`src/sv/bfdc_pkg.sv`:
```
`timescale 1ns / 1ps
// Shared types, constants and mode codes for the ballast fill/drain controller.
// No dependencies; every other file of the block imports this package.
package bfdc_pkg;

   localparam int TIME_W  = 32;          // millisecond timestamps and fill time
   localparam int QUO_W   = 18;          // per-tick level step, at most 200000
   localparam int NUM_W   = TIME_W + QUO_W;
   localparam int MILLI_W = 18;          // level in thousandths, signed
   localparam int LEVEL_W = 8;           // level and target in whole units, signed
   localparam int MODE_W  = 2;
   localparam int REQ_DATA_W = 40;       // now_ms + target_level
   localparam int RSP_DATA_W = 24;       // 19 payload bits padded to three bytes

   localparam logic [TIME_W-1:0]  FILL_TIME_RESET = TIME_W'(10000);
   localparam logic [QUO_W-1:0]   RANGE_MILLI     = QUO_W'(200000);

   // Reciprocal of 1000 scaled by 2**27, exact for magnitudes below 2**17.
   localparam int                 RECIP_SHIFT = 27;
   localparam logic [QUO_W-1:0]   RECIP_1000  = QUO_W'(134218);

   localparam logic [MODE_W-1:0] MODE_IDLE  = 2'd0;
   localparam logic [MODE_W-1:0] MODE_FILL  = 2'd1;
   localparam logic [MODE_W-1:0] MODE_DRAIN = 2'd2;
   localparam logic [MODE_W-1:0] MODE_HOLD  = 2'd3;

   localparam logic signed [LEVEL_W-1:0] PUMP_FILL  = 8'sd100;
   localparam logic signed [LEVEL_W-1:0] PUMP_DRAIN = -8'sd100;
   localparam logic signed [LEVEL_W-1:0] PUMP_OFF   = 8'sd0;

   typedef logic signed [MILLI_W-1:0] milli_type;
   typedef logic signed [LEVEL_W-1:0] level_type;

   typedef struct packed {
      logic             done;
      logic [QUO_W-1:0] quotient;
   } div_rsp_type;

endpackage

```
`src/sv/bfdc_divider.sv`:
```
`timescale 1ns / 1ps
// Restoring divider that produces one quotient bit per cycle.
// Depends on bfdc_pkg; the quotient must fit in QUO_W bits (numer < denom * 2**QUO_W).
module bfdc_divider (
   input  logic                        clock,
   input  logic                        reset,
   input  logic                        start,
   input  logic [bfdc_pkg::NUM_W-1:0]  numer,
   input  logic [bfdc_pkg::TIME_W-1:0] denom,
   output bfdc_pkg::div_rsp_type       rsp
);
   import bfdc_pkg::*;

   localparam int CNT_W = $clog2(QUO_W + 1);

   logic              busy_ff, busy_in;
   logic              done_ff, done_in;
   logic [CNT_W-1:0]  count_ff, count_in;
   logic [TIME_W-1:0] rem_ff, rem_in;
   logic [TIME_W-1:0] den_ff, den_in;
   logic [QUO_W-1:0]  low_ff, low_in;
   logic [QUO_W-1:0]  quo_ff, quo_in;
   logic [TIME_W:0]   trial;
   logic [TIME_W:0]   diff;
   logic              fits;

   // The partial remainder stays below the divisor, so one extra bit holds the shifted value.
   assign trial = {rem_ff, low_ff[QUO_W-1]};
   assign diff  = trial - {1'b0, den_ff};
   assign fits  = trial >= {1'b0, den_ff};

   always_comb begin
      busy_in  = busy_ff;
      done_in  = 1'b0;
      count_in = count_ff;
      rem_in   = rem_ff;
      den_in   = den_ff;
      low_in   = low_ff;
      quo_in   = quo_ff;
      if (start) begin
         busy_in  = 1'b1;
         count_in = CNT_W'(QUO_W);
         rem_in   = numer[NUM_W-1:QUO_W];
         low_in   = numer[QUO_W-1:0];
         den_in   = denom;
         quo_in   = '0;
      end else if (busy_ff) begin
         rem_in   = fits ? diff[TIME_W-1:0] : trial[TIME_W-1:0];
         low_in   = {low_ff[QUO_W-2:0], 1'b0};
         quo_in   = {quo_ff[QUO_W-2:0], fits};
         count_in = count_ff - CNT_W'(1);
         if (count_ff == CNT_W'(1)) begin
            busy_in = 1'b0;
            done_in = 1'b1;
         end
      end
   end

   always_ff @(posedge clock) begin
      if (reset) begin
         busy_ff  <= 1'b0;
         done_ff  <= 1'b0;
         count_ff <= '0;
      end else begin
         busy_ff  <= busy_in;
         done_ff  <= done_in;
         count_ff <= count_in;
      end
      rem_ff <= rem_in;
      den_ff <= den_in;
      low_ff <= low_in;
      quo_ff <= quo_in;
   end

   assign rsp.done     = done_ff;
   assign rsp.quotient = quo_ff;

endmodule

```
`src/sv/ballast_fill_drain_controller.sv`:
```
`timescale 1ns / 1ps
// Top level of the ballast fill/drain controller: mode sequencer and level estimate.
// Depends on bfdc_pkg and bfdc_divider.
//
// Usage:
//   Each transaction on the req_ channel is one control tick carrying the current
//   millisecond time and the wanted ballast level. Every tick yields exactly one
//   transaction on the rsp_ channel with pump speed, vent valve, mode and the
//   estimated level in whole units. The csr_ port writes the fill time (ms for
//   the full 200-unit travel); write it only while no tick is in flight.
//
//   A tick in idle or holding mode, or the first timed tick after a fill or
//   drain starts, goes from acceptance to the mode decision and then to the
//   output register. A tick that moves the level estimate first passes through
//   the multiply, the one-bit-per-cycle divider that scales elapsed time by the
//   fill time, the level update and the scaling to whole units. A zero fill
//   time skips the divider and goes straight to the level update. req_tready is
//   high only while the sequencer waits for a tick, so one tick is in flight at
//   a time. A finished result sits in the output register, and the next tick is
//   accepted while it waits; a second result then waits in the sequencer until
//   the receiver takes the first.
//
//   Reset (synchronous, active high) returns the block to idle mode with a zero
//   level, no recorded timestamp, a fill time of 10000 ms and no result pending.
module ballast_fill_drain_controller (
   input  logic                            clock,
   input  logic                            reset,
   // Configuration: fill time in milliseconds.
   input  logic                            csr_wen,
   input  logic [bfdc_pkg::TIME_W-1:0]     csr_wdata,
   // Ticks. tdata, from bit 0: now_ms[31:0], wanted_level[39:32].
   input  logic                            req_tvalid,
   output logic                            req_tready,
   input  logic [bfdc_pkg::REQ_DATA_W-1:0] req_tdata,
   // Results. tdata, from bit 0: pump_speed[7:0], valve_open[8], mode[10:9],
   // level_est[18:11], zero padding[23:19].
   output logic                            rsp_tvalid,
   input  logic                            rsp_tready,
   output logic [bfdc_pkg::RSP_DATA_W-1:0] rsp_tdata
);
   import bfdc_pkg::*;

   // Sequencer states.
   localparam logic [2:0] ST_IDLE  = 3'd0;  // waiting for a tick
   localparam logic [2:0] ST_MUL   = 3'd1;  // elapsed time times 200000
   localparam logic [2:0] ST_DIVGO = 3'd2;  // launch the divider
   localparam logic [2:0] ST_DIV   = 3'd3;  // wait for the quotient
   localparam logic [2:0] ST_UPD   = 3'd4;  // apply the step and saturate
   localparam logic [2:0] ST_SCALE = 3'd5;  // thousandths to whole units
   localparam logic [2:0] ST_CMP   = 3'd6;  // mode decision and result
   localparam logic [2:0] ST_OUT   = 3'd7;  // hand the result to the output register

   localparam logic signed [MILLI_W+1:0] MILLI_MAX = 20'sd100000;
   localparam logic signed [MILLI_W+1:0] MILLI_MIN = -20'sd100000;
   localparam logic signed [MILLI_W-1:0] MILLI_PER_UNIT = 18'sd1000;
   localparam level_type LEVEL_MAX = 8'sd100;
   localparam level_type LEVEL_MIN = -8'sd100;
   localparam logic signed [LEVEL_W:0] TOL_START = 9'sd5;
   localparam logic signed [LEVEL_W:0] TOL_LEAVE = 9'sd10;

   logic [2:0]            state_ff, state_in;
   logic [TIME_W-1:0]     fill_time_ff, fill_time_in;
   logic [MODE_W-1:0]     mode_ff, mode_in;
   milli_type             level_milli_ff, level_milli_in;
   level_type             level_whole_ff, level_whole_in;
   logic [TIME_W-1:0]     last_time_ff, last_time_in;
   level_type             tgt_ff, tgt_in;
   logic [TIME_W-1:0]     dt_ff, dt_in;
   logic [NUM_W-1:0]      product_ff, product_in;
   logic [QUO_W-1:0]      delta_ff, delta_in;
   logic [RSP_DATA_W-1:0] res_ff, res_in;
   logic                  rsp_tvalid_ff, rsp_tvalid_in;
   logic [RSP_DATA_W-1:0] rsp_tdata_ff, rsp_tdata_in;

   logic                  div_start;
   div_rsp_type           div_rsp;

   level_type             raw_tgt;
   level_type             clamped_tgt;
   logic [TIME_W-1:0]     req_now;
   logic [TIME_W-1:0]     elapsed;
   logic signed [MILLI_W+1:0] step_sum;
   logic [MILLI_W-2:0]    milli_mag;
   logic [MILLI_W+QUO_W-2:0] scaled;
   level_type             whole_mag;
   logic signed [LEVEL_W:0] err;
   logic                  err_big;
   logic                  err_huge;
   level_type             pump;
   logic                  valve;

   bfdc_divider u_divider (
      .clock (clock),
      .reset (reset),
      .start (div_start),
      .numer (product_ff),
      .denom (fill_time_ff),
      .rsp   (div_rsp)
   );

   assign div_start = (state_ff == ST_DIVGO);

   // Input decode: clamp the target and measure elapsed time (wraps modulo 2**32).
   assign req_now     = req_tdata[TIME_W-1:0];
   assign raw_tgt     = req_tdata[TIME_W+LEVEL_W-1:TIME_W];
   assign clamped_tgt = (raw_tgt < LEVEL_MIN) ? LEVEL_MIN :
                        (raw_tgt > LEVEL_MAX) ? LEVEL_MAX : raw_tgt;
   assign elapsed     = req_now - last_time_ff;

   // Level step with room for one full-range step beyond the limits.
   assign step_sum = (mode_ff == MODE_DRAIN) ?
                     (MILLI_W+2)'(level_milli_ff) - $signed({2'b00, delta_ff}) :
                     (MILLI_W+2)'(level_milli_ff) + $signed({2'b00, delta_ff});

   // Truncation toward zero: divide the magnitude by 1000 through the reciprocal.
   assign milli_mag = level_milli_ff[MILLI_W-1] ? (MILLI_W-1)'(-level_milli_ff) :
                                                  level_milli_ff[MILLI_W-2:0];
   assign scaled    = (MILLI_W+QUO_W-1)'(milli_mag) * (MILLI_W+QUO_W-1)'(RECIP_1000);
   assign whole_mag = LEVEL_W'(scaled >> RECIP_SHIFT);

   // Error between target and the current whole-unit estimate.
   assign err      = (LEVEL_W+1)'(tgt_ff) - (LEVEL_W+1)'(level_whole_ff);
   assign err_big  = (err > TOL_START) || (err < -TOL_START);
   assign err_huge = (err > TOL_LEAVE) || (err < -TOL_LEAVE);

   always_comb begin
      state_in       = state_ff;
      fill_time_in   = fill_time_ff;
      mode_in        = mode_ff;
      level_milli_in = level_milli_ff;
      level_whole_in = level_whole_ff;
      last_time_in   = last_time_ff;
      tgt_in         = tgt_ff;
      dt_in          = dt_ff;
      product_in     = product_ff;
      delta_in       = delta_ff;
      res_in         = res_ff;
      rsp_tvalid_in  = rsp_tvalid_ff;
      rsp_tdata_in   = rsp_tdata_ff;
      pump           = PUMP_OFF;
      valve          = 1'b0;

      if (csr_wen) begin
         fill_time_in = csr_wdata;
      end

      if (rsp_tvalid_ff && rsp_tready) begin
         rsp_tvalid_in = 1'b0;
      end

      case (state_ff)
         ST_IDLE: begin
            if (req_tvalid) begin
               tgt_in   = clamped_tgt;
               delta_in = '0;
               state_in = ST_CMP;
               if ((mode_ff == MODE_FILL) || (mode_ff == MODE_DRAIN)) begin
                  // The first tick after a start only records its timestamp.
                  last_time_in = req_now;
                  if (last_time_ff != '0) begin
                     dt_in    = (elapsed > fill_time_ff) ? fill_time_ff : elapsed;
                     state_in = (fill_time_ff == '0) ? ST_UPD : ST_MUL;
                  end
               end
            end
         end
         ST_MUL: begin
            product_in = NUM_W'(dt_ff) * NUM_W'(RANGE_MILLI);
            state_in   = ST_DIVGO;
         end
         ST_DIVGO: begin
            state_in = ST_DIV;
         end
         ST_DIV: begin
            if (div_rsp.done) begin
               delta_in = div_rsp.quotient;
               state_in = ST_UPD;
            end
         end
         ST_UPD: begin
            if (step_sum > MILLI_MAX) begin
               level_milli_in = MILLI_MAX[MILLI_W-1:0];
            end else if (step_sum < MILLI_MIN) begin
               level_milli_in = MILLI_MIN[MILLI_W-1:0];
            end else begin
               level_milli_in = step_sum[MILLI_W-1:0];
            end
            state_in = ST_SCALE;
         end
         ST_SCALE: begin
            level_whole_in = level_milli_ff[MILLI_W-1] ? -whole_mag : whole_mag;
            state_in       = ST_CMP;
         end
         ST_CMP: begin
            case (mode_ff)
               MODE_IDLE: begin
                  if (err_big) begin
                     last_time_in = '0;
                     if (err > 0) begin
                        mode_in = MODE_FILL;
                        pump    = PUMP_FILL;
                     end else begin
                        mode_in = MODE_DRAIN;
                        pump    = PUMP_DRAIN;
                        valve   = 1'b1;
                     end
                  end
               end
               MODE_FILL: begin
                  pump = PUMP_FILL;
                  if (level_whole_ff >= tgt_ff) begin
                     level_whole_in = tgt_ff;
                     level_milli_in = MILLI_W'(tgt_ff) * MILLI_PER_UNIT;
                     mode_in        = MODE_HOLD;
                  end
               end
               MODE_DRAIN: begin
                  pump  = PUMP_DRAIN;
                  valve = 1'b1;
                  if (level_whole_ff <= tgt_ff) begin
                     level_whole_in = tgt_ff;
                     level_milli_in = MILLI_W'(tgt_ff) * MILLI_PER_UNIT;
                     mode_in        = MODE_HOLD;
                  end
               end
               default: begin
                  if (err_huge) begin
                     mode_in = MODE_IDLE;
                  end
               end
            endcase
            res_in   = {5'b0, level_whole_in, mode_in, valve, pump};
            state_in = ST_OUT;
         end
         ST_OUT: begin
            if (!rsp_tvalid_ff || rsp_tready) begin
               rsp_tvalid_in = 1'b1;
               rsp_tdata_in  = res_ff;
               state_in      = ST_IDLE;
            end
         end
         default: begin
            state_in = ST_IDLE;
         end
      endcase
   end

   always_ff @(posedge clock) begin
      if (reset) begin
         state_ff       <= ST_IDLE;
         fill_time_ff   <= FILL_TIME_RESET;
         mode_ff        <= MODE_IDLE;
         level_milli_ff <= '0;
         level_whole_ff <= '0;
         last_time_ff   <= '0;
         rsp_tvalid_ff  <= 1'b0;
      end else begin
         state_ff       <= state_in;
         fill_time_ff   <= fill_time_in;
         mode_ff        <= mode_in;
         level_milli_ff <= level_milli_in;
         level_whole_ff <= level_whole_in;
         last_time_ff   <= last_time_in;
         rsp_tvalid_ff  <= rsp_tvalid_in;
      end
      tgt_ff       <= tgt_in;
      dt_ff        <= dt_in;
      product_ff   <= product_in;
      delta_ff     <= delta_in;
      res_ff       <= res_in;
      rsp_tdata_ff <= rsp_tdata_in;
   end

   assign req_tready = (state_ff == ST_IDLE);
   assign rsp_tvalid = rsp_tvalid_ff;
   assign rsp_tdata  = rsp_tdata_ff;

endmodule

```
`config.mk`:
```
export PLATFORM = sky130hd
export DESIGN_NAME = ballast_fill_drain_controller
export DESIGN_NICKNAME = d
export VERILOG_FILES = /design/src/sv/bfdc_pkg.sv /design/src/sv/bfdc_divider.sv /design/src/sv/ballast_fill_drain_controller.sv
export SDC_FILE = /design/constraint.sdc
export NUM_CORES = 2
export LEC_CHECK = 0
export ABC_AREA = 0
export BUFFER_PORTS_ARGS = -buffer_cell sky130_fd_sc_hd__buf_2
export CORE_MARGIN = 10
export CORE_UTILIZATION = 65
export DETAILED_ROUTE_END_ITERATION = 8
export PLACE_DENSITY = 0.82
export SYNTH_ARGS = -nofsm -noshare
export SYNTH_HDL_FRONTEND = slang
export SYNTH_SLANG_ARGS = --single-unit
export TNS_END_PERCENT = 100
```
`constraint.sdc`:
```
create_clock -name clock -period 9.75 [get_ports clock]
set_input_delay 1.95 -clock clock [delete_from_list [all_inputs] [get_ports clock]]
set_output_delay 1.95 -clock clock [all_outputs]
set_load 0.1 [all_outputs]
```
==> results.cfg <==
[cells_and_area]
nets = 3975
final_core_util_pct = 70.8
drive_gt1_share_pct = 6.52
syn_to_final_growth_pct = 7.56

[sta]
slew_violations = 0
slew_headroom_pct = 12.8
post-route-period-util_pct = 81.2
whs_ns = 0.417
tns_ns = 0
fmax_ghz = 0.126
tightest_slew_ns = 1.30
rsz0062_at_grt = false
hold_viol = 0
setup_viol = 0
period_minus_slack_ns = 7.91
finClkSkew_ns = 0.0147

[die]
ios = 103
start_util_pct = 65.9
rows = 79
die_width_um = 237
coreArea_sq_um = 46600
die_height_um = 237
dieArea_sq_um = 56300

[yosys]
async_flop_share_pct = 0
synth_area_leader_cell = edfxtp_1
synth_commonest_cells = inv_1, ha_1, edfxtp_1
synth.top_cell.area_share_pct = 20.2
avgSynthCellArea_sq_um = 9.61
synth-edff-count = 206
netlist_area_sq_um = 30700
yosysMostFrequentCell = inv_1
ys_ff_latch = 327
synthTopCellsByArea = edfxtp_1, ha_1, fa_1, dfxtp_1, inv_1
syn_inst = 3190
synth_cell_types = 85
ys_dominant_reg_cell = edfxtp_1
ys.warnings.count = 0
synth.yosys.seq_area_share_pct = 28.1

[run]
cap_viol_max_count = 0

[global_routing]
grtUsageMet1_pct = 39.6
met2_usage_pct = 43.1
grt_busiest_layer = met2
track_usage_pct = 28.2
grt_max_degree = 83
first_global_vias = 24294
met3_usage_pct = 7.04
grt_pass1_wl_um = 129000
grt-ovfl-total = 0
antenna_found_initial = 2

[placement]
place.gp.congestion = 0.970
io_buffer_count = 95
hpwlAfterDp_um = 64100

[setup_path]
worstSetupStartpointType = flip-flop
crit_type = flip-flop to flip-flop
cp-end-kind = flip-flop
worstPathRequired_ns = 10.21
worst_path_largest_cell_delay_ns = 0.54
crit_slowest_cell = fa_1
arrival_ns = 8.38
crit_top_cell = inv_1
path_max_fanout = 9

[run_status]
status = finished clean

[worst_hold_path]
hold_class = flip-flop to flip-flop

[pwr]
ir_worst_vdd_v = 0.000417
p_leak_uw = 0.0152
power_uw = 12500
p_per_area_nw_per_um2 = 380

[clocking]
clock_sinks = 327
root_buffer = clkbuf_16
clk_path_buf_depth = 3
htree_levels = 2
postCtsSetupBuffers = 0
clkTransAtPathRegs_ns = 0.07
hold_buffers = 0
clock_latency_ns = 0.56
tritoncts = yes
cts.repair.resized = 0
cts-buffers-inserted = 38

[route]
postRouteAntennaNets = 0
drt_first_pass_iters = 7
wl_per_cell_um = 20.8
avgViaCountPerCell = 6.24
vias = 24310
first_iter_violations = 2287
route.detailed.drc = 0
wl_um = 80800
==> final timing paths <==
path / startpoint / endpoint / slack [ns] / cells after the start
hold reg to reg: res_ff[10] / rsp_tdata[10] / 0.42 / 0
setup / recovery: level_milli_ff[0] / level_whole_ff[6] / 1.84 / 28
hold / removal: res_ff[10] / rsp_tdata[10] / 0.42 / 0
setup reg to reg: level_milli_ff[0] / level_whole_ff[6] / 1.84 / 28
==> final cells by class <==
class	instances	area [sq um]
Multi-Input combinational cell	2301	20000
Timing Repair Buffer	115	628
Fill cell	3465	13600
Clock inverter	23	236
Clock buffer	46	1010
Inverter	472	1770
Tap cell	607	759
Sequential cell	327	8610
Antenna cell	2	5.00
==> report_power, final <==
part	switching [uW]	total, uW	internal, uW
Clock	594	1450	851
Combinational	5210	8730	3520
Sequential	302	2370	2070
==> worst max-delay path, delay by kind of cell, from the launching register on <==
family / cells / cell delay [ns]
flip-flops: 1 / 0.42
buffers and inverters: 6 / 0.57
adder cells (fa/ha/maj): 8 / 3.07
AND/OR/NAND/NOR: 6 / 1.41
AO/OA/AOI/OAI: 7 / 1.83
XOR/XNOR: 1 / 0.50
==> sequential cells by signal (all words and copies together), names as in the netlist <==
signal,cells
product_ff,44
state_ff,3
last_time_ff,32
u_divider.den_ff,32
delta_ff,18
rsp_tvalid,1
u_divider.count_ff,5
u_divider.quo_ff,18
level_milli_ff,18
u_divider.rem_ff,32
res_ff,14
u_divider.low_ff,12
level_whole_ff,8
u_divider.done_ff,1
fill_time_ff,32
u_divider.busy_ff,1
rsp_tdata,14
dt_ff,32
tgt_ff,8
mode_ff,2
==> routing by layer <==
metal	routed length (um)	vias up
li1	-	11390
met1	35500	11780
met2	35100	1015
met3	8330	125
met4	1850	0
met5	0	-
==> cells in the final DEF, fill, tap and decap left out, types with 46 or more instances in the layout <==
cell,netlist,layout
a21o_1,69,69
a21oi_1,185,185
buf_2,1,94
dfxtp_1,121,121
edfxtp_1,206,206
fa_1,180,180
ha_1,463,463
inv_1,468,468
mux2i_1,61,61
nand2_1,160,159
nand4_1,69,69
nor2_1,204,202
nor3_1,46,46
o21ai_0,85,85
xnor2_1,126,126
xor2_1,51,51
==> cells by family (layout without fill, tap and decap cells) <==
group	count (synthesis)	in the layout	share of synthesized area (%)
other	1	9	0.0122
xor gates and xnor gates	178	178	5.11
buffers and inverters	568	656	7.08
AOI/OAI and AO/OA	687	687	14.8
muxes	94	94	3.20
adders and majority gates	643	643	30.6
and+or+nand+nor	692	692	11.1
DFF	327	327	28.1
==> through the flow <==
step	std cells	setup WS, ns	cell area, sq um
after detailed placement	3822	1.91	31700
after global routing	3891	1.26	33000
after floorplan	3196	2.70	30700
after global placement	3822	2.19	31700
final	3893	1.84	33000
after CTS	3891	1.87	33000
Note: power is estimated with default switching activity, not from simulation.
